### config.mk
export PLATFORM = sky130hd
export DESIGN_NAME = fsd_ram
export DESIGN_NICKNAME = d
export VERILOG_FILES = /design/src/rtl/core/fsd_ram.sv
export SDC_FILE = /design/constraint.sdc
export NUM_CORES = 1
export LEC_CHECK = 0
export BUFFER_PORTS_ARGS = -buffer_cell sky130_fd_sc_hd__buf_2
export CAP_MARGIN = 20
export CORE_ASPECT_RATIO = 1.2
export CORE_UTILIZATION = 45
export CTS_CLUSTER_DIAMETER = 150
export DETAILED_ROUTE_END_ITERATION = 16
export SETUP_SLACK_MARGIN = 0.5
export SYNTH_ARGS = -nofsm -noshare
export SYNTH_HDL_FRONTEND = slang
export SYNTH_SLANG_ARGS = --single-unit
### constraint.sdc
create_clock -name i_clk -period 2.8 [get_ports i_clk]
set_input_delay 0.42 -clock i_clk [delete_from_list [all_inputs] [get_ports i_clk]]
set_output_delay 0.42 -clock i_clk [all_outputs]
set_load 0.1 [all_outputs]
### src/rtl/core/fsd_ram.sv
// ----------------------------------------------------------------------------
// fsd_ram
// Simple dual-port RAM, one write port, one registered read port.
// ----------------------------------------------------------------------------
module fsd_ram #(
    parameter int WIDTH = 8,
    parameter int DEPTH = 16
) (
    input  logic                     i_clk,
    input  logic                     i_we,
    input  logic [$clog2(DEPTH)-1:0] i_waddr,
    input  logic [WIDTH-1:0]         i_wdata,
    input  logic [$clog2(DEPTH)-1:0] i_raddr,
    output logic [WIDTH-1:0]         o_rdata
);

    logic [WIDTH-1:0] r_mem [DEPTH];

    always_ff @(posedge i_clk) begin
        if (i_we) begin
            r_mem[i_waddr] <= i_wdata;
        end
        o_rdata <= r_mem[i_raddr];
    end

endmodule

# Yosys cells after proc, flatten, opt, wreduce, memory -nomap -nowiden
# Memories as Yosys holds them, arrays and structs flattened. A register that Yosys moved wholly into a read port is not among the register bits.
# Index checks and enable logic that the tools add are counted.
# totals
memories	1
register_bits	0
output_inout_bits	8
romBits	0
elab_cells	3
latch_bits	0
inputBits	18
mem_bits_rw	128
# op_classes
mul	0
magnitude_cmp	0
n_reduce_logical	0
n_addsub	0
n_eq_ne	0
muxes	2
div_mod_pow	0
n_bitwise	0
shifts	0
# mem_list
memory	depth	word_bits	read_ports	rd_clocked_by_memory_dff	write_ports	line	rtl
r_mem	16	8	1	1	1	17	logic [WIDTH-1:0] r_mem [DEPTH];
# op_table
op	count
$mux 1	2

# Longest topological paths before layout
# depth
depth_word	2
mapped_depth	5

# Worst setup path after synthesis
# No wires, ideal clock.
# synth_timing
path_kind	input -> register
startpoint	input i_waddr[2]
endpoint	memory r_mem[0][0] (enable)
path_stages	2
required_ps	2417
path_buffers	0
slack_ps	887
t_arrival_ps	1530
setup_time_ps	383
cell_sequence	or3b_2 > nor3_1
# synth_rtl
element	line	rtl
start: declaration	11	input logic [$clog2(DEPTH)-1:0] i_waddr,
end: declaration	17	
# No word-level cell before the write port.

# Worst setup path after layout
# layout_timing
startpoint	input i_waddr[2]
endpoint	memory r_mem[1][5] (enable)
# No word-level cell before the write port.

==> results.py <==
metrics = {
    "status": {
        "status": "complete, no violations",
    },
    "timing": {
        "skew_ns": 0.00643,
        "period_needed_ns": 1.64,
        "whs_ns": 0.392,
        "maxSlewHeadroom_pct": 47.4,
        "hold_viol": 0,
        "setup_viol": 0,
        "tns_ns": 0,
        "tightest_slew_ns": 0.787,
        "drv_slew": 0,
        "fmax_mhz": 611,
        "rsz0062_at_grt": "false",
        "finalCritPeriodShare_pct": 58.4,
    },
    "synthesis": {
        "postSynthCellCount": 229,
        "netlist_area_mm2": 0.00515,
        "synth-seq-cells": 136,
        "ys_warn_count": 0,
        "synth.distinct_cells": 19,
        "synth_fp_nets": 247,
        "avgSynthCellArea_um2": 22.5,
        "ys_seq_area_share_pct": 77.8,
    },
    "route": {
        "viasPerCell": 5.49,
        "ant_nets": 0,
        "drtPass1Iterations": 4,
        "drt-initial-drc-count": 201,
        "post-route-drc-count": 0,
        "vias": 2450,
        "wire_per_inst_um": 22.5,
        "drt_wl_total_um": 10100,
    },
    "clock_network": {
        "clk_pin_slew_ns": 0.06,
        "cts_tree": "done",
        "numCtsBuffers": 17,
        "hold_buffers": 0,
        "htree_levels": 4,
        "cts_root_buf": "clkbuf_16",
        "cts_resized": 0,
        "clock_latency_ns": 0.41,
        "postCtsSetupBuffers": 0,
        "max-clock-path-buffers": 2,
        "clock_sinks": 136,
    },
    "critical_path": {
        "path_max_fanout": 8,
        "cp_slowest_stage_delay_ns": 0.62,
        "path_class": "input pin to register",
        "slowest_stage": "nor2_1",
        "reg2reg_from": "r_mem[11][0]",
        "rrSetupSlack_ns": 1.40,
        "path_cells": "buf_2, or3b_2, nor2_1",
        "critical_path.endpoint_type": "register",
        "cp-start-kind": "input pin",
        "r2r-end": "o_rdata[0]",
        "worstSetupEndpoint": "r_mem[1][5]",
        "reg2reg_depth": 3,
        "startpoint": "i_waddr[2]",
        "critPathRequiredTime_ns": 2.84,
        "crit_arrival_ns": 1.67,
    },
    "layout": {
        "area_delta_synth_final_pct": 18.6,
        "drive_above_1_share_pct": 31.2,
        "final_cells": 446,
        "design_area_mm2": 0.00610,
        "antennaDiodeCount": 0,
        "final_cell_mix": "edfxtp_1 (128), buf_2 (25), mux4_2 (18)",
        "final_nets": 297,
        "final_common_cell": "edfxtp_1",
    },
    "floorplan": {
        "core_area_mm2": 0.0111,
        "rows": 42,
        "die_h_um": 119,
        "ioPinCount": 26,
        "die_w_um": 99.6,
        "die_area_mm2": 0.0119,
        "start_util_pct": 46.4,
    },
    "worst_hold_path": {
        "hp-start": "i_wdata[2]",
        "hp-class": "input pin to register",
    },
    "power_and_ir_drop": {
        "comb_power_share_pct": 6.4,
        "seqPwrFrac_pct": 48.0,
        "netSwitchingPower_mw": 1.03,
        "internal_power_mw": 3.74,
        "switching_share_pct": 21.6,
        "ir_drop_uv": 439,
        "p_total_mw": 4.77,
        "p_per_area_mw_per_mm2": 782,
        "leakagePower_nw": 2.06,
        "clkPwrFrac_pct": 45.6,
    },
    "placement": {
        "dp_hpwl_um": 6270,
        "placed_cell_area_mm2": 0.00551,
        "routabilityCongestion": 0.811,
        "port_buffers": 25,
        "dpl.cell_count": 414,
    },
    "global_routing": {
        "antenna_found_initial": 0,
        "grt_max_degree": 33,
        "grt_util_all_layers_pct": 19.0,
        "grt_pass1_vias": 2548,
        "grt.overflow.total": 0,
        "grt_pass1_wl_um": 15200,
    },
    "run": {
        "drv_cap": 0,
    },
}
[synth_stat cells]
library cell / n / area (um^2)
a22oi_1: 16 / 120
and2_1: 1 / 6.26
and2b_1: 1 / 7.51
buf_2: 3 / 15.0
buf_4: 1 / 7.51
buf_6: 3 / 33.8
clkdlybuf4s25_2: 3 / 30.0
dfxtp_1: 8 / 160
edfxtp_1: 128 / 3840
mux4_1: 14 / 368
mux4_2: 18 / 405
nand2_1: 9 / 33.8
nand2b_1: 2 / 12.5
nand3_1: 1 / 5.00
nand3b_1: 2 / 15.0
nor2_1: 13 / 48.8
nor2b_1: 1 / 6.26
nor3_1: 4 / 20.0
or3b_2: 1 / 8.76
[power groups by stage]
stage | sequential (mW) | clock (mW) | combinational [mW]
after floorplan | 2.43 | 0 | 0.116
after global placement | 2.33 | 0 | 0.307
after detailed placement | 2.33 | 0 | 0.309
after CTS | 2.29 | 2.20 | 0.309
after global routing | 2.29 | 2.28 | 0.324
final | 2.29 | 2.18 | 0.305
[stage by stage]
step	setup WS, ns	util (%)
CTS	1.14	55.1
floorplan	0.887	-
global route	1.08	55.1
finish	1.16	55.1
detailed placement	0.703	49.7
global placement	0.683	49.7
[state kept, by name, summed over array words and instances (netlist names)]
signal,flops
o_rdata,8
r_mem,128
[cells by family (layout without fill, tap and decap cells)]
group           Yosys count  after routing  share of synthesized area, %
simple gates             35             35                          3.18
buf+inv                  10             73                          1.68
compound gates           16             16                          2.33
mux                      32             32                          15.0
flops                   136            136                          77.8
[critical path: cells and delay by family]
family | cells | cell delay, ns
buffers and inverters | 1 | 0.11
and+or+nand+nor | 2 | 1.13
[worst min-delay path by stage]
stage	endpoint	slack, ns	cells past startpoint
global route	r_mem[15][1]	0.39	1
floorplan	r_mem[0][0]	0.52	0
detailed placement	o_rdata[2]	0.66	3
global placement	o_rdata[5]	0.66	3
finish	r_mem[12][2]	0.39	1
CTS	r_mem[5][1]	0.39	1
[layer usage]
layer | global-route usage [%] | wire length (um) | vias to the layer above
li1 | - | - | 1078
met1 | 24.7 | 4330 | 1272
met2 | 30.0 | 5020 | 80
met3 | 5.16 | 473 | 20
met4 | 8.55 | 235 | 0
met5 | 0 | 0 | -
[layout make-up]
type	instances	area [um^2]
Clock buffer	21	470
Clock inverter	11	123
Fill cell	847	4980
Multi-Input combinational cell	83	1060
Sequential cell	136	4000
Tap cell	154	193
Timing Repair Buffer	41	258
No activity file was read; power rests on OpenSTA's default activity.
