`src/rtl/core/fsd_pkg.sv`:
```
// ----------------------------------------------------------------------------
// fsd_pkg
// Shared types, constants and tables for the error-diffusion RGB dither.
// ----------------------------------------------------------------------------
package fsd_pkg;

    localparam int MAX_WIDTH    = 2048;
    localparam int QUANT_LEVELS = 4;
    localparam int NUM_CH       = 3;

    // configuration port
    localparam int IMG_W_W    = 12;
    localparam int BAND_W     = 13;
    localparam int CFG_DATA_W = 13;
    localparam int CFG_IDX_W  = 1;

    localparam logic [CFG_IDX_W-1:0] REG_IMAGE_WIDTH = 1'b0;
    localparam logic [CFG_IDX_W-1:0] REG_BAND_ROWS   = 1'b1;

    localparam logic [IMG_W_W-1:0] IMAGE_WIDTH_RST = 12'd640;
    localparam logic [BAND_W-1:0]  BAND_ROWS_RST   = 13'd4096;

    // stream position
    localparam int COL_W = $clog2(MAX_WIDTH);
    localparam int ROW_W = BAND_W;
    localparam int WC_W  = ((COL_W > IMG_W_W) ? COL_W : IMG_W_W) + 1;
    localparam int BC_W  = ROW_W + 1;

    // diffusion weights in sixteenths
    localparam int W_RIGHT       = 7;
    localparam int W_BELOW_LEFT  = 3;
    localparam int W_BELOW       = 5;
    localparam int W_BELOW_RIGHT = 1;
    localparam int SHARE_SHIFT   = 4;

    typedef logic [7:0] t_qtab [256];

    // quantized output value for every clamped working value
    function automatic t_qtab f_build_qtab();
        t_qtab tab;
        int    lvl;
        for (int v = 0; v < 256; v++) begin
            lvl    = (2 * QUANT_LEVELS * v + 255) / 510;
            tab[v] = 8'(lvl * (255 / QUANT_LEVELS));
        end
        return tab;
    endfunction

    // largest quantization error magnitude over all values
    function automatic int f_err_max();
        int lvl;
        int q;
        int e;
        int m;
        m = 0;
        for (int v = 0; v < 256; v++) begin
            lvl = (2 * QUANT_LEVELS * v + 255) / 510;
            q   = lvl * (255 / QUANT_LEVELS);
            e   = v - q;
            if (e < 0) begin
                e = -e;
            end
            if (e > m) begin
                m = e;
            end
        end
        return m;
    endfunction

    localparam t_qtab QTAB  = f_build_qtab();
    localparam int    E_MAX = f_err_max();
    localparam int    ERR_W = $clog2(E_MAX + 1) + 1;
    localparam int    V_W   = (ERR_W + 2 > 10) ? ERR_W + 2 : 10;
    localparam int    MUL_W = ERR_W + 2;
    localparam int    RAM_W = NUM_CH * ERR_W;

    // output queue
    localparam int OQ_DEPTH = 4;
    localparam int OQ_AW    = $clog2(OQ_DEPTH);
    localparam int OQ_CNT_W = $clog2(OQ_DEPTH + 1);

    typedef logic signed [ERR_W-1:0] t_err;

    typedef struct packed {
        logic row_last;
        logic band_last;
        logic x_zero;
    } t_s1_ctl;

    typedef struct packed {
        logic [7:0] red;
        logic [7:0] green;
        logic [7:0] blue;
        logic       row_end;
    } t_pix_out;

    typedef struct packed {
        logic             valid;
        logic [COL_W-1:0] addr;
        logic [RAM_W-1:0] data;
    } t_err_wr;

endpackage

```
`src/rtl/core/fsd_outq.sv`:
```
// ----------------------------------------------------------------------------
// fsd_outq
// Merges the lane results into one word and queues words for the receiver.
// ----------------------------------------------------------------------------
module fsd_outq
    import fsd_pkg::*;
(
    input  logic                i_clk,
    input  logic                i_rst_n,
    input  logic                i_push,
    input  logic [7:0]          i_level [NUM_CH],
    input  logic                i_row_end,
    output logic                o_valid,
    input  logic                i_stall,
    output t_pix_out            o_word,
    output logic [OQ_CNT_W-1:0] o_count
);

    t_pix_out            r_mem [OQ_DEPTH];
    logic [OQ_AW-1:0]    r_wr_ptr;
    logic [OQ_AW-1:0]    r_rd_ptr;
    logic [OQ_CNT_W-1:0] r_count;
    logic [OQ_CNT_W-1:0] n_count;
    logic                w_pop;
    t_pix_out            w_word;

    always_comb begin
        w_word.red     = i_level[0];
        w_word.green   = i_level[1];
        w_word.blue    = i_level[2];
        w_word.row_end = i_row_end;
    end

    assign o_valid = (r_count != '0);
    assign o_word  = r_mem[r_rd_ptr];
    assign o_count = r_count;
    assign w_pop   = o_valid && !i_stall;

    always_comb begin
        n_count = r_count;
        if (i_push && !w_pop) begin
            n_count = r_count + 1'b1;
        end else if (!i_push && w_pop) begin
            n_count = r_count - 1'b1;
        end
    end

    always_ff @(posedge i_clk) begin
        if (!i_rst_n) begin
            r_wr_ptr <= '0;
            r_rd_ptr <= '0;
            r_count  <= '0;
        end else begin
            if (i_push) begin
                r_wr_ptr <= r_wr_ptr + 1'b1;
            end
            if (w_pop) begin
                r_rd_ptr <= r_rd_ptr + 1'b1;
            end
            r_count <= n_count;
        end
    end

    always_ff @(posedge i_clk) begin
        if (i_push) begin
            r_mem[r_wr_ptr] <= w_word;
        end
    end

endmodule

```
`config.mk`:
```
export PLATFORM = sky130hd
export DESIGN_NAME = fsd_outq
export DESIGN_NICKNAME = d
export VERILOG_FILES = /design/src/rtl/core/fsd_pkg.sv /design/src/rtl/core/fsd_outq.sv
export SDC_FILE = /design/constraint.sdc
export NUM_CORES = 1
export LEC_CHECK = 0
export ABC_CLOCK_PERIOD_IN_PS = 3550
export BUFFER_PORTS_ARGS = -buffer_cell sky130_fd_sc_hd__buf_2
export CORE_MARGIN = 2
export CORE_UTILIZATION = 50
export CTS_CLUSTER_SIZE = 30
export DETAILED_ROUTE_END_ITERATION = 6
export PLACE_DENSITY = 0.71
export SYNTH_ARGS = -nofsm -noshare
export SYNTH_HDL_FRONTEND = slang
export SYNTH_SLANG_ARGS = --single-unit
```
`constraint.sdc`:
```
create_clock -name i_clk -period 3.55 [get_ports i_clk]
set_input_delay 1.065 -clock i_clk [delete_from_list [all_inputs] [get_ports i_clk]]
set_output_delay 1.065 -clock i_clk [all_outputs]
set_load 0.02 [all_outputs]
```
Yosys cells after proc, flatten, opt, wreduce, memory -nomap -nowiden
Memory sizes are Yosys's and may differ from the RTL's. A register that Yosys moved wholly into a read port is not among the register bits.
Cells that the tools add are included.
{"block": "op_classes", "n_reduce_logical": 8, "mux": 6, "addsub": 4}
{"operator": "3-bit 2-to-1 mux", "n": 2}
{"operator": "2-bit by 1-bit adder with 2-bit output (second input constant)", "n": 2}
{"operator": "2-bit 2-to-1 mux", "n": 2}
{"operator": "3-bit by 1-bit adder with 3-bit output (second input constant)", "n": 1}
{"operator": "1-bit logical AND", "n": 3}
{"operator": "1-bit zero test", "n": 3}
{"operator": "3-bit nonzero test", "n": 1}
{"operator": "3-bit by 1-bit subtractor with 3-bit output (second input constant)", "n": 1}
{"operator": "1-bit 2-to-1 mux", "n": 2}
{"operator": "2-bit nonzero test", "n": 1}
{"block": "totals", "n_memories": 1, "register_bits": 7, "mem_bits_rw": 100}
{"memory": "r_mem", "words": 4, "width": 25, "read_ports": 1, "rd_clocked_by_memory_dff": 1, "wr": 1, "line": "fsd_outq.sv:19", "rtl": "t_pix_out r_mem [OQ_DEPTH];"}

Longest topological paths before layout
{"block": "depth", "word_depth": 5, "depth_mapped": 8, "depth_no_buf": 8}

Least setup slack after synthesis
Ideal clock, no wire load.
{"block": "synth_path", "path_kind": "input-to-reg", "startpoint": "input i_stall", "endpoint": "register r_count[2] (netlist: o_count[2])", "t_arrival_ns": 2.297, "t_required_ns": 3.474, "setup_ns": 0.076, "path_buffers": 0, "setup_slack_ns": 1.178, "path_stages": 7, "path_cell_list": "or2_2 -> ha_1 -> inv_1 -> fa_1 -> xor2_1 -> or3_1 -> a21boi_0"}
{"block": "synth_between", "elab_chain_len": 5, "word_cells_on_any_way": 7}
{"element": "start: declaration", "line": "fsd_outq.sv:14", "rtl": "input logic i_stall,"}
{"element": "1-bit zero test *", "line": "fsd_outq.sv:37", "rtl": "assign w_pop = o_valid && !i_stall;"}
{"element": "1-bit logical AND *", "line": "fsd_outq.sv:37"}
{"element": "1-bit zero test", "line": "fsd_outq.sv:41", "rtl": "if (i_push && !w_pop) begin"}
{"element": "1-bit logical AND", "line": "fsd_outq.sv:41"}
{"element": "3-bit 2-to-1 mux / 2-bit nonzero test (equally long branches)"}
{"element": "end signal: assignment", "line": "fsd_outq.sv:60", "rtl": "r_count <= n_count;"}
{"element": "end: declaration", "line": "fsd_outq.sv:22", "rtl": "logic [OQ_CNT_W-1:0] r_count;"}
Every way passes the cells marked *; elsewhere a longest branch is shown, timed or not.
A chain may end at the register's enable or synchronous reset.

==> flow_summary.toml <==
[clocking]
cts_made_buffers = 9
cts_setup_buffers = 0
clock_sinks = 109
ctsResizeCount = 0
hold_buffers = 0
cts_buffer_depth = 2
cts_tree = "built"
cts_root_buf = "clkbuf_8"
clk_pin_slew_ns = 0.09
htreeDepth = 3
clkLatencyLatePin_ns = 0.35

[die]
die_h_um = 94.6
dieArea_um2 = 8950
initial_utilization_pct = 50.7
core-area_um2 = 8090
die_x_um = 94.6
io_pins = 58
num_rows = 33

[routing]
postRouteAntennaNets = 0
route.met2.wl_mm = 3.30
drcViolationCount = 0
drtIter0Drc = 128
top_layer = "met4"
routedWlPerCell_um = 18.2
wirelength_met1_mm = 2.89
vias_per_cell = 5.27
routed-wl-met3_um = 214
wirelength_mm = 6.50
vias = 1882
dr.pass1.iters = 4

[sta]
finalSetupTns_ns = 0
finClkSkew_ns = 0.0114
max_freq_mhz = 336
rsz0062_at_grt = "no"
fin_crit_sh_pct = 83.9
period_needed_ns = 2.98
hold_violations = 0
tightest_slew_ns = 0.693
relSlewSlack_pct = 53.8
slew_viol_final = 0
holdWs_ns = 0.517
setup_viol_count_final = 0

[final_layout]
drive_above_1_share_pct = 41.3
instances_no_fill = 357
layout_common_cells = "100 x edfxtp_1, 57 x buf_2, 20 x mux4_2, 9 x clkbuf_8, 8 x dfxtp_1"
finalNetCount = 282
syn_to_final_growth_pct = 15.1
final_util_pct = 58.4
multi_input_area_um2 = 842
layout_commonest_cell = "edfxtp_1"
antenna_cells = 0
fillers = 634
layout.area.seq_um2 = 3180

[power]
power.density_nw_per_um2 = 608
ir_drop_mv = 0.436
p_leak_nw = 1.63
power.total_mw = 2.87

[yosys]
postSynthCellCount = 176
yosysWarnings = 0
syn_area_um2 = 4110
synth_nets = 211
synth_cell_types = 22
ys_ff_latch = 109
yosysSeqAreaShare_pct = 77.5
syn_area_per_cell_um2 = 23.3

[min_path]
min_path_cells = 2
hold_path.class = "reg -> reg"

[setup_path]
crit_fanout = 15
cp.required_ns = 2.48
r2r_slack_ns = 1.28
crit_type = "reg -> out"
cp-start-kind = "register"
reg2reg_depth = 8
crit_arrival_ns = 1.91
endpoint_kind = "output pin"

[place]
io_buffers = 57
dp_cells = 341
place.gp.congestion = 0.654
dp_hpwl_mm = 4.33

[grt]
grt_pass1_vias = 1940
grt_pass1_wl_mm = 10.1
grt.total_usage_pct = 15.7
overflow = 0
antenna_found_initial = 0
grt_max_degree = 26

[job]
cap_violations = 0

[outcome]
outcome = "finished clean"
Yosys cell counts:
cell type	n	area [µm²]
or3_1	3	18.8
xnor2_1	1	8.76
ha_1	5	62.6
nor2b_1	2	12.5
fa_1	1	20.0
xor2_1	2	17.5
mux4_2	20	450
mux2i_1	2	20.0
buf_12	2	40.0
nand2b_1	1	6.26
edfxtp_1	100	3000
inv_1	4	15.0
clkbuf_2	1	5.00
or2_2	1	6.26
and2_1	6	37.5
nor3_1	1	5.00
dfxtp_1	9	180
a21boi_0	4	30.0
buf_2	2	10.0
buf_6	1	11.3
o21ai_0	3	15.0
mux4_1	5	131
state kept, by name (all words and copies together) (netlist names), named ones only:
name / count
o_count: 3
r_mem: 100
r_rd_ptr: 2
r_wr_ptr: 2
cell families after synthesis:
group	share of synthesized area, %
multiplexers	14.7
AND/OR/NAND/NOR	2.10
XOR/XNOR	0.640
buffers and inverters	1.98
adder cells (fa/ha/maj)	2.01
flip-flops	77.5
AO/OA/AOI/OAI	1.10
area by class of cell:
type / instances / area share [%]
timing repair buffer: 66 / 8.00
sequential: 109 / 67.4
inverter: 4 / 0.318
multi-input combinational: 57 / 17.8
clock buffer: 9 / 2.62
clock inverter: 7 / 1.06
tap: 105 / 2.78
worst max-delay path, cell delays in order, from the launching register on:
cell	delay (ns)
dfxtp_2	0.59
buf_12	0.23
mux4_1	0.56
buf_2	0.17
metrics by stage:
step	cell area, µm²	worst slack [ns]
2_1_floorplan	4110	1.18
3_3_place_gp	4550	0.921
3_5_place_dp	4550	0.929
4_1_cts	4720	0.528
5_1_grt	4720	0.460
6_report	4720	0.573
path summary, 6_finish.rpt:
| kind | startpoint | endpoint |
|---|---|---|
| max | register | o_word[17] |
| min | o_count[2] | o_count[2] |
| max reg2reg | o_count[0] | o_count[2] |
| min reg2reg | o_count[2] | o_count[2] |
metal layers:
metal  vias up  GRT usage [%]
li1        869              -
met4         0           6.16
met1       962           21.4
met2        42           25.1
met5         -              0
met3         9           3.19
report_power, final:
group          internal, mW  switching, mW  total (mW)
registers              1.49         0.0582        1.54
logic                 0.310          0.362       0.671
clock network         0.256          0.399       0.655
total                  2.05          0.819        2.87
No activity file was read; power rests on OpenSTA's default activity.
