## src/rtl/core/fsd_pkg.sv

```systemverilog
// ----------------------------------------------------------------------------
// fsd_pkg
// Shared types, constants and tables for the error-diffusion RGB dither.
// ----------------------------------------------------------------------------
package fsd_pkg;

    localparam int MAX_WIDTH    = 2048;
    localparam int QUANT_LEVELS = 4;
    localparam int NUM_CH       = 3;

    // configuration port
    localparam int IMG_W_W    = 12;
    localparam int BAND_W     = 13;
    localparam int CFG_DATA_W = 13;
    localparam int CFG_IDX_W  = 1;

    localparam logic [CFG_IDX_W-1:0] REG_IMAGE_WIDTH = 1'b0;
    localparam logic [CFG_IDX_W-1:0] REG_BAND_ROWS   = 1'b1;

    localparam logic [IMG_W_W-1:0] IMAGE_WIDTH_RST = 12'd640;
    localparam logic [BAND_W-1:0]  BAND_ROWS_RST   = 13'd4096;

    // stream position
    localparam int COL_W = $clog2(MAX_WIDTH);
    localparam int ROW_W = BAND_W;
    localparam int WC_W  = ((COL_W > IMG_W_W) ? COL_W : IMG_W_W) + 1;
    localparam int BC_W  = ROW_W + 1;

    // diffusion weights in sixteenths
    localparam int W_RIGHT       = 7;
    localparam int W_BELOW_LEFT  = 3;
    localparam int W_BELOW       = 5;
    localparam int W_BELOW_RIGHT = 1;
    localparam int SHARE_SHIFT   = 4;

    typedef logic [7:0] t_qtab [256];

    // quantized output value for every clamped working value
    function automatic t_qtab f_build_qtab();
        t_qtab tab;
        int    lvl;
        for (int v = 0; v < 256; v++) begin
            lvl    = (2 * QUANT_LEVELS * v + 255) / 510;
            tab[v] = 8'(lvl * (255 / QUANT_LEVELS));
        end
        return tab;
    endfunction

    // largest quantization error magnitude over all values
    function automatic int f_err_max();
        int lvl;
        int q;
        int e;
        int m;
        m = 0;
        for (int v = 0; v < 256; v++) begin
            lvl = (2 * QUANT_LEVELS * v + 255) / 510;
            q   = lvl * (255 / QUANT_LEVELS);
            e   = v - q;
            if (e < 0) begin
                e = -e;
            end
            if (e > m) begin
                m = e;
            end
        end
        return m;
    endfunction

    localparam t_qtab QTAB  = f_build_qtab();
    localparam int    E_MAX = f_err_max();
    localparam int    ERR_W = $clog2(E_MAX + 1) + 1;
    localparam int    V_W   = (ERR_W + 2 > 10) ? ERR_W + 2 : 10;
    localparam int    MUL_W = ERR_W + 2;
    localparam int    RAM_W = NUM_CH * ERR_W;

    // output queue
    localparam int OQ_DEPTH = 4;
    localparam int OQ_AW    = $clog2(OQ_DEPTH);
    localparam int OQ_CNT_W = $clog2(OQ_DEPTH + 1);

    typedef logic signed [ERR_W-1:0] t_err;

    typedef struct packed {
        logic row_last;
        logic band_last;
        logic x_zero;
    } t_s1_ctl;

    typedef struct packed {
        logic [7:0] red;
        logic [7:0] green;
        logic [7:0] blue;
        logic       row_end;
    } t_pix_out;

    typedef struct packed {
        logic             valid;
        logic [COL_W-1:0] addr;
        logic [RAM_W-1:0] data;
    } t_err_wr;

endpackage

```

## src/rtl/core/fsd_lane.sv

```systemverilog
// ----------------------------------------------------------------------------
// fsd_lane
// One color channel: error sum, clamp, quantize, split the error into shares.
// ----------------------------------------------------------------------------
module fsd_lane
    import fsd_pkg::*;
(
    input  logic       i_clk,
    input  logic       i_rst_n,
    input  logic       i_valid,
    input  t_s1_ctl    i_ctl,
    input  logic [7:0] i_pixel,
    input  t_err       i_below,
    output logic [7:0] o_level,
    output t_err       o_wr_left,
    output t_err       o_wr_here
);

    t_err                    r_right;
    t_err                    r_pend_here;
    t_err                    r_pend_next;

    logic signed [V_W-1:0]   w_sum;
    logic [7:0]              w_val;
    logic [7:0]              w_q;
    logic signed [8:0]       w_diff;
    t_err                    w_err;
    logic                    w_neg;
    logic [ERR_W-1:0]        w_mag;
    logic [MUL_W-1:0]        w_p7;
    logic [MUL_W-1:0]        w_p3;
    logic [MUL_W-1:0]        w_p5;
    logic [MUL_W-1:0]        w_p1;
    t_err                    w_s7;
    t_err                    w_s3;
    t_err                    w_s5;
    t_err                    w_s1;
    t_err                    w_here;

    // share magnitude truncated, then the sign put back
    function automatic t_err f_share(input logic neg, input logic [MUL_W-1:0] prod);
        logic [ERR_W-1:0] mag;
        mag = ERR_W'(prod >> SHARE_SHIFT);
        return neg ? t_err'(ERR_W'(0) - mag) : t_err'(mag);
    endfunction

    always_comb begin
        w_sum = V_W'($signed({1'b0, i_pixel})) + V_W'(r_right) + V_W'(i_below);
        if (w_sum[V_W-1]) begin
            w_val = 8'd0;
        end else if (|w_sum[V_W-2:8]) begin
            w_val = 8'd255;
        end else begin
            w_val = w_sum[7:0];
        end
        w_q    = QTAB[w_val];
        w_diff = $signed({1'b0, w_val}) - $signed({1'b0, w_q});
        w_err  = t_err'(w_diff);
        w_neg  = w_err[ERR_W-1];
        w_mag  = w_neg ? ERR_W'(-w_err) : ERR_W'(w_err);

        w_p7 = MUL_W'(w_mag) * MUL_W'(W_RIGHT);
        w_p3 = MUL_W'(w_mag) * MUL_W'(W_BELOW_LEFT);
        w_p5 = MUL_W'(w_mag) * MUL_W'(W_BELOW);
        w_p1 = MUL_W'(w_mag) * MUL_W'(W_BELOW_RIGHT);

        w_s7 = i_ctl.row_last ? t_err'(0) : f_share(w_neg, w_p7);
        w_s3 = (i_ctl.band_last || i_ctl.x_zero) ? t_err'(0) : f_share(w_neg, w_p3);
        w_s5 = i_ctl.band_last ? t_err'(0) : f_share(w_neg, w_p5);
        w_s1 = (i_ctl.band_last || i_ctl.row_last) ? t_err'(0) : f_share(w_neg, w_p1);

        w_here = t_err'(r_pend_next + w_s5);
    end

    assign o_level   = w_q;
    assign o_wr_left = t_err'(r_pend_here + w_s3);
    assign o_wr_here = w_here;

    always_ff @(posedge i_clk) begin
        if (!i_rst_n) begin
            r_right     <= '0;
            r_pend_here <= '0;
            r_pend_next <= '0;
        end else if (i_valid) begin
            if (i_ctl.row_last) begin
                r_right     <= '0;
                r_pend_here <= '0;
                r_pend_next <= '0;
            end else begin
                r_right     <= w_s7;
                r_pend_here <= w_here;
                r_pend_next <= w_s1;
            end
        end
    end

endmodule

```

## config.mk

```make
export PLATFORM = sky130hd
export DESIGN_NAME = fsd_lane
export DESIGN_NICKNAME = d
export VERILOG_FILES = /design/src/rtl/core/fsd_pkg.sv /design/src/rtl/core/fsd_lane.sv
export SDC_FILE = /design/constraint.sdc
export NUM_CORES = 1
export LEC_CHECK = 0
export ABC_AREA = 1
export ABC_CLOCK_PERIOD_IN_PS = 8100
export BUFFER_PORTS_ARGS = -buffer_cell sky130_fd_sc_hd__clkbuf_2
export CAP_MARGIN = 10
export CELL_PAD_IN_SITES_DETAIL_PLACEMENT = 1
export CELL_PAD_IN_SITES_GLOBAL_PLACEMENT = 2
export CORE_MARGIN = 5
export CORE_UTILIZATION = 34
export DETAILED_ROUTE_END_ITERATION = 10
export GPL_TIMING_DRIVEN = 0
export PLACE_DENSITY_LB_ADDON = 0.1
export SYNTH_ARGS = -nofsm -noshare
export SYNTH_HDL_FRONTEND = slang
export SYNTH_SLANG_ARGS = --single-unit
```

## constraint.sdc

```tcl
create_clock -name i_clk -period 8.1 [get_ports i_clk]
set_input_delay 0 -clock i_clk [delete_from_list [all_inputs] [get_ports i_clk]]
set_output_delay 0 -clock i_clk [all_outputs]
set_load 0.01 [all_outputs]
```

# After elaboration in Yosys (flattened, before gate mapping)
# Memories as Yosys holds them, arrays and structs flattened.
# Cells that the tools add are included.
# totals
output_inout_bits,22
register_bits,21
word_cells,36
mem_count,1
input_bits,21
latchBits,0
mem_bits_ro,2048
mem_bits_rw,0
# mem_list
memory,words,width,read_ports,rd_ports_with_merged_regs,write_ports,line,text
(no name shown),256,8,1,0,0,fsd_lane.sv:56,w_q = QTAB[w_val];
# op_classes
mux,15
div_mod_pow,0
n_mul,3
bitwise,1
eq_ne,0
reduce_logical,2
shifts,0
n_addsub,10
magnitude_cmp,1
# ops
op,n
7-bit 2-to-1 mux,11
8-bit 2-to-1 mux,4
"7-bit by 3-bit multiplier with 9-bit output, second input constant",2
"1-bit by 5-bit subtractor with 6-bit output, first input constant",3
7-bit adder,2
10-bit by 7-bit adder with 10-bit output,1
9-bit by 7-bit adder with 10-bit output,1
"9-bit greater-or-equal comparator, second input constant",1
"7-bit by 2-bit multiplier with 9-bit output, second input constant",1
8-bit NOT with 9-bit output,1
7-bit negator,1
7-bit subtractor,1
"1-bit by 3-bit subtractor with 4-bit output, first input constant",1
1-bit logical OR,2

# Logic depth before layout (Yosys ltp)
# logic_depth
depth_word,17
ltp_mapped,58
depth_no_buf,55

# Worst setup path after synthesis
# OpenSTA, ideal clock, no wires.
# synth_timing
path_type,flip-flop to flip-flop
start,register r_right[1]
end,register r_pend_here[5]
setup_ns,0.071
stages_incl_launch_ff,56
n_path_buf,3
synth_period_minus_slack_ns,7.636
setup_slack_ns,0.464
required_time_ns,8.029
arrival_time_ns,7.565
path_cell_list,dfxtp_1 -> inv_1 -> fa_1 -> inv_1 -> ha_1 -> inv_1 -> fa_1 -> inv_1 -> nand2_2 -> nand3_2 -> nand2_2 -> nand3_1 -> nand2_2 -> buf_6 -> nand2_1 -> inv_1 -> ha_1 -> clkbuf_1 -> [20 not listed] -> inv_1 -> nor3_1 -> fa_1 -> xor2_1 -> inv_1 -> ha_1 -> nor2_1 -> o21ai_1 -> a21oi_1 -> ha_1 -> a21oi_1 -> and2_1 -> inv_1 -> a21oi_1 -> o21ai_0 -> xor2_1 -> nand2_1 -> a21oi_1
# synth_between
elab_chain_cells,17
# synth_lines
item,line,text
from (decl),fsd_lane.sv:19,t_err r_right;
from (signal assigned),fsd_lane.sv:90,r_right <= w_s7;
9-bit by 7-bit adder with 10-bit output (*),fsd_lane.sv:48,"w_sum = V_W'($signed({1'b0, i_pixel})) + V_W'(r_right) + V_W'(i_below);"
10-bit by 7-bit adder with 10-bit output (*),fsd_lane.sv:48,
8-bit 2-to-1 mux,fsd_lane.sv:51,end else if (|w_sum[V_W-2:8]) begin
8-bit 2-to-1 mux (*),fsd_lane.sv:49,if (w_sum[V_W-1]) begin
8-bit NOT with 9-bit output (implied by the code) (*),fsd_lane.sv:56,
memory read 256 x 8 bit (*),-,
8-bit 2-to-1 mux (implied by the code) (*) (2 in series),fsd_lane.sv:56,
named net o_level[0],fsd_lane.sv:14,"output logic [7:0] o_level,"
[2 not listed],-,
7-bit 2-to-1 mux,fsd_lane.sv:60,w_mag = w_neg ? ERR_W'(-w_err) : ERR_W'(w_err);
7-bit by 3-bit multiplier with 9-bit output,fsd_lane.sv:64,w_p5 = MUL_W'(w_mag) * MUL_W'(W_BELOW);
1-bit by 5-bit subtractor with 6-bit output,fsd_lane.sv:44,return neg ? t_err'(ERR_W'(0) - mag) : t_err'(mag);
7-bit 2-to-1 mux (*),fsd_lane.sv:44,
7-bit 2-to-1 mux (*),fsd_lane.sv:69,"w_s5 = i_ctl.band_last ? t_err'(0) : f_share(w_neg, w_p5);"
7-bit adder (*),fsd_lane.sv:72,w_here = t_err'(r_pend_next + w_s5);
named net o_wr_here[5],fsd_lane.sv:16,output t_err o_wr_here
7-bit 2-to-1 mux (*),fsd_lane.sv:85,if (i_ctl.row_last) begin
to (signal assigned),fsd_lane.sv:91,r_pend_here <= w_here;
to (decl),fsd_lane.sv:20,t_err r_pend_here;
# The timed path passes the listed nets; every way through them passes the cells marked *. The select of a mux whose other input is x is not followed.
# A chain may end at the register's enable or synchronous reset.

# Final worst setup path
# layout_timing
start,register r_right[1]
end,output port o_wr_here[5]
# layout_between
elab_chain_cells,16
# layout_lines
item,line,text
9-bit by 7-bit adder with 10-bit output (*),fsd_lane.sv:48,
10-bit by 7-bit adder with 10-bit output (*),fsd_lane.sv:48,
8-bit 2-to-1 mux,fsd_lane.sv:51,
8-bit 2-to-1 mux (*),fsd_lane.sv:49,
8-bit NOT with 9-bit output (implied by the code),fsd_lane.sv:56,
memory read 256 x 8 bit,-,
8-bit 2-to-1 mux (implied by the code) (2 in series),fsd_lane.sv:56,
7-bit subtractor (*),fsd_lane.sv:57,"w_diff = $signed({1'b0, w_val}) - $signed({1'b0, w_q});"
7-bit negator,fsd_lane.sv:60,
7-bit 2-to-1 mux,fsd_lane.sv:60,
7-bit by 3-bit multiplier with 9-bit output,fsd_lane.sv:64,
1-bit by 5-bit subtractor with 6-bit output,fsd_lane.sv:44,
7-bit 2-to-1 mux (*),fsd_lane.sv:44,
7-bit 2-to-1 mux (*),fsd_lane.sv:69,
7-bit adder (*),fsd_lane.sv:72,
to (decl),fsd_lane.sv:16,
# Mark *: on every way between the ends. The rest lies on a longest branch, timed or not. The select of a mux whose other input is x is not followed.

==> flow_summary_export.csv <==
group,metric,value,unit
hold_path,holdPathEnd,"r_pend_here[4]",
logic_synthesis,synth_compound_area_frac,0.0983,
die,fp.dieW,113,um
detailed_routing,wl,9690,um
logic_synthesis,synth.avg_cell_area,7.03,um2
timing,setup_viol,0,
setup_path,critical_path_arrival,7630,ps
cts,root_buffer,"clkbuf_8",
detailed_routing,firstDrtPassIters,4,
timing,fmax,131,MHz
run,maxCapViolCount,0,
status,status,"finished, final reports clean",
global_routing,grt_use_total,0.151,
logic_synthesis,ys_types,43,
die,core,10400,um2
setup_path,ff2ff_setup_slack,570,ps
cts,numCtsBuffers,3,
placed_design,portBuffers,42,
timing,slew_viol_final,0,
cts,clk_latency,260,ps
logic_synthesis,synthCells,518,
placed_design,place_congestion,0.770,
timing,finalHoldViolations,0,
timing,finalCritPeriodShare,0.942,
timing,tightest_slew,554,ps
setup_path,reg2reg_from,"r_right[1]",
detailed_routing,ant_nets,0,
detailed_routing,drc,0,
die,die_h,113,um
hold_path,hold_path.startpoint,"i_rst_n",
die,initial_utilization,0.351,
logic_synthesis,synth_fa_ha_area_frac,0.309,
setup_path,cp.required,8100,ps
detailed_routing,vias_per_cell,4.68,
hold_path,hold_depth,3,
detailed_routing,wl_per_cell,13.6,um
timing,layout_setup_ws,467,ps
logic_synthesis,netlist_area,3640,um2
cts,clk_pin_slew_worst_paths,70,ps
global_routing,grt_max_degree,11,
layout,diodes,0,
detailed_routing,drtIter0Drc,75,
logic_synthesis,yosys-mux-area-fraction,0,
timing,fin_skew,2.89,ps
layout,area_delta_synth_final,22.2,%
logic_synthesis,synthXorXnorAreaFrac,0.0725,
cts,clock-sinks,17,
timing,period_minus_slack,7630,ps
setup_path,crit_slowest_cell,"fa_1",
setup_path,critical_path_class,"reg2out",
setup_path,max_stage_delay,430,ps
global_routing,first_global_vias,3393,
die,ioPinCount,43,
timing,fin_setup_tns,0,ps
setup_path,startpoint_type,"flop",
die,rows,37,
setup_path,cp_max_fo,10,
global_routing,antenna_found_initial,0,
cts,cts.hold.buffers_added,0,
logic_synthesis,synth_enable_flop_cells,0,
logic_synthesis,synth_warnings,0,
logic_synthesis,synthFlopType,"dfxtp_1",
logic_synthesis,synth_top_family_by_area,"adder cells",
cts,clk_path_buf_depth,2,
die,die_area,12900,um2
setup_path,end_kind,"output pin",
placed_design,place.detailed.hpwl,8130,um
cts,tritoncts,"done",
global_routing,grt_pass1_wl,16300,um
hold_path,hp-class,"in2reg",
logic_synthesis,ys_ff_latch,17,
setup_path,worstRegToRegCells,52,
placed_design,place_ws,-634,ps
global_routing,grt_overflow,0,
cts,cts_htree_levels,1,
logic_synthesis,async_flop_share,0,
detailed_routing,vias,3343,
logic_synthesis,synthSimpleGateAreaFrac,0.295,
timing,max_slew_margin,0.630,
layout,nNetsFinal,679,
logic_synthesis,synth-seq-area-share,0.0935,
logic_synthesis,syn-num-nets,617,
setup_path,cpMostUsedCell,"inv_1",
setup_path,r2r_end,"r_pend_here[5]",
layout,drive_gt1_frac,0.282,
-- worst max-delay path: cells and delay by family (launching register included) --
family | cells | cell delay [ps]
AO/OA/AOI/OAI | 6 | 810
XOR/XNOR | 3 | 650
adder cells (fa/ha/maj) | 10 | 2960
buffers and inverters | 14 | 1210
flip-flops | 1 | 330
AND/OR/NAND/NOR | 18 | 1380
-- sequential cells by signal, summed over array words and instances (netlist names) --
register,cells
r_pend_next,4
r_right,6
r_pend_here,7
-- placed cells by master (no fill, tap or decap), types with 4 or more instances in the layout --
| master | synthesis | routed |
|---|---|---|
| nand3_1 | 24 | 21 |
| nand2_1 | 112 | 106 |
| nor3_1 | 9 | 8 |
| xnor2_1 | 7 | 7 |
| fa_1 | 20 | 17 |
| nor2_1 | 24 | 22 |
| inv_1 | 99 | 93 |
| inv_2 | 5 | 11 |
| nand3b_1 | 4 | 4 |
| dfxtp_1 | 17 | 15 |
| a21oi_2 | 3 | 9 |
| xor2_2 | 0 | 5 |
| or2_2 | 4 | 4 |
| ha_4 | 0 | 4 |
| nand2_4 | 6 | 10 |
| a21oi_1 | 34 | 26 |
| nand4_1 | 4 | 4 |
| buf_4 | 3 | 20 |
| ha_1 | 58 | 50 |
| o21ai_0 | 12 | 7 |
| clkbuf_2 | 0 | 41 |
| nand3_2 | 8 | 11 |
| xor2_1 | 20 | 14 |
| nand2_2 | 12 | 14 |
| ha_2 | 0 | 4 |
-- metrics by stage --
stage                util  area (um2)  hold WS (ps)  std cells
global placement    0.388        4020           372        696
floorplan               -        3640           190        518
CTS                 0.404        4190          99.1        704
global route        0.429        4450           126        715
detailed placement  0.388        4020           376        696
finish              0.429        4450          84.2        715
-- worst max path at each step --
stage / to / slack, ps / startpoint / depth (start not counted)
4_1_cts: o_wr_here[5] / 30 / r_right[1] / 54
6_report: o_wr_here[5] / 470 / r_right[1] / 51
5_1_grt: o_wr_left[6] / -110 / r_right[1] / 44
3_5_place_dp: r_pend_here[5] / -630 / r_right[1] / 52
3_3_place_gp: r_pend_here[5] / -470 / r_right[1] / 52
2_1_floorplan: r_pend_here[5] / 460 / r_right[1] / 55
-- cells in the mapped netlist (5+ instances only) --
master   number  area (um2)
inv_2         5        18.8
ha_1         58         726
inv_1        99         372
nor2_1       24        90.1
xor2_1       20         175
nand3_1      24         120
nand2_1     112         420
xnor2_1       7        61.3
fa_1         20         400
nand2_4       6        67.6
nor3_1        9        45.0
nand2_2      12        75.1
o21ai_0      12        60.1
nand3_2       8        80.1
dfxtp_1      17         340
a21oi_1      34         170
-- metal layers --
layer | wire, um | track usage | up-vias | share of wire
met5 | 0 | 0 | - | 0
met4 | 29 | 0.0168 | 0 | 0.0030
met3 | 155 | 0.00849 | 4 | 0.016
met2 | 4760 | 0.262 | 20 | 0.49
met1 | 4750 | 0.212 | 1581 | 0.49
li1 | - | - | 1738 | -
-- cell type report --
type / instances / area [um2]
Buffer: 10 / 77.6
Clock buffer: 3 / 41.3
Clock inverter: 1 / 5.00
Fill cell: 1350 / 5920
Inverter: 106 / 398
Multi-Input combinational cell: 384 / 3080
Sequential cell: 17 / 343
Tap cell: 136 / 170
Timing Repair Buffer: 58 / 330
-- what timing repair did --
item                                    CTS  global route
endpoints found under the setup margin   16            13
pin swaps                                 5            21
gates cloned                              0             0
gates resized for setup                  23            43
setup buffers                             4            12
-- logic make-up (layout without fill, tap and decap cells) --
| kind of cell | Yosys count | in the layout |
|---|---|---|
| simple gates | 215 | 215 |
| buf+inv | 117 | 178 |
| fa+ha+maj | 78 | 78 |
| compound gates | 63 | 63 |
| xor+xnor | 28 | 28 |
| flops | 17 | 17 |
Power is not shown: default switching activity piles up to over one toggle a cycle in this logic, so the estimate is an artifact.
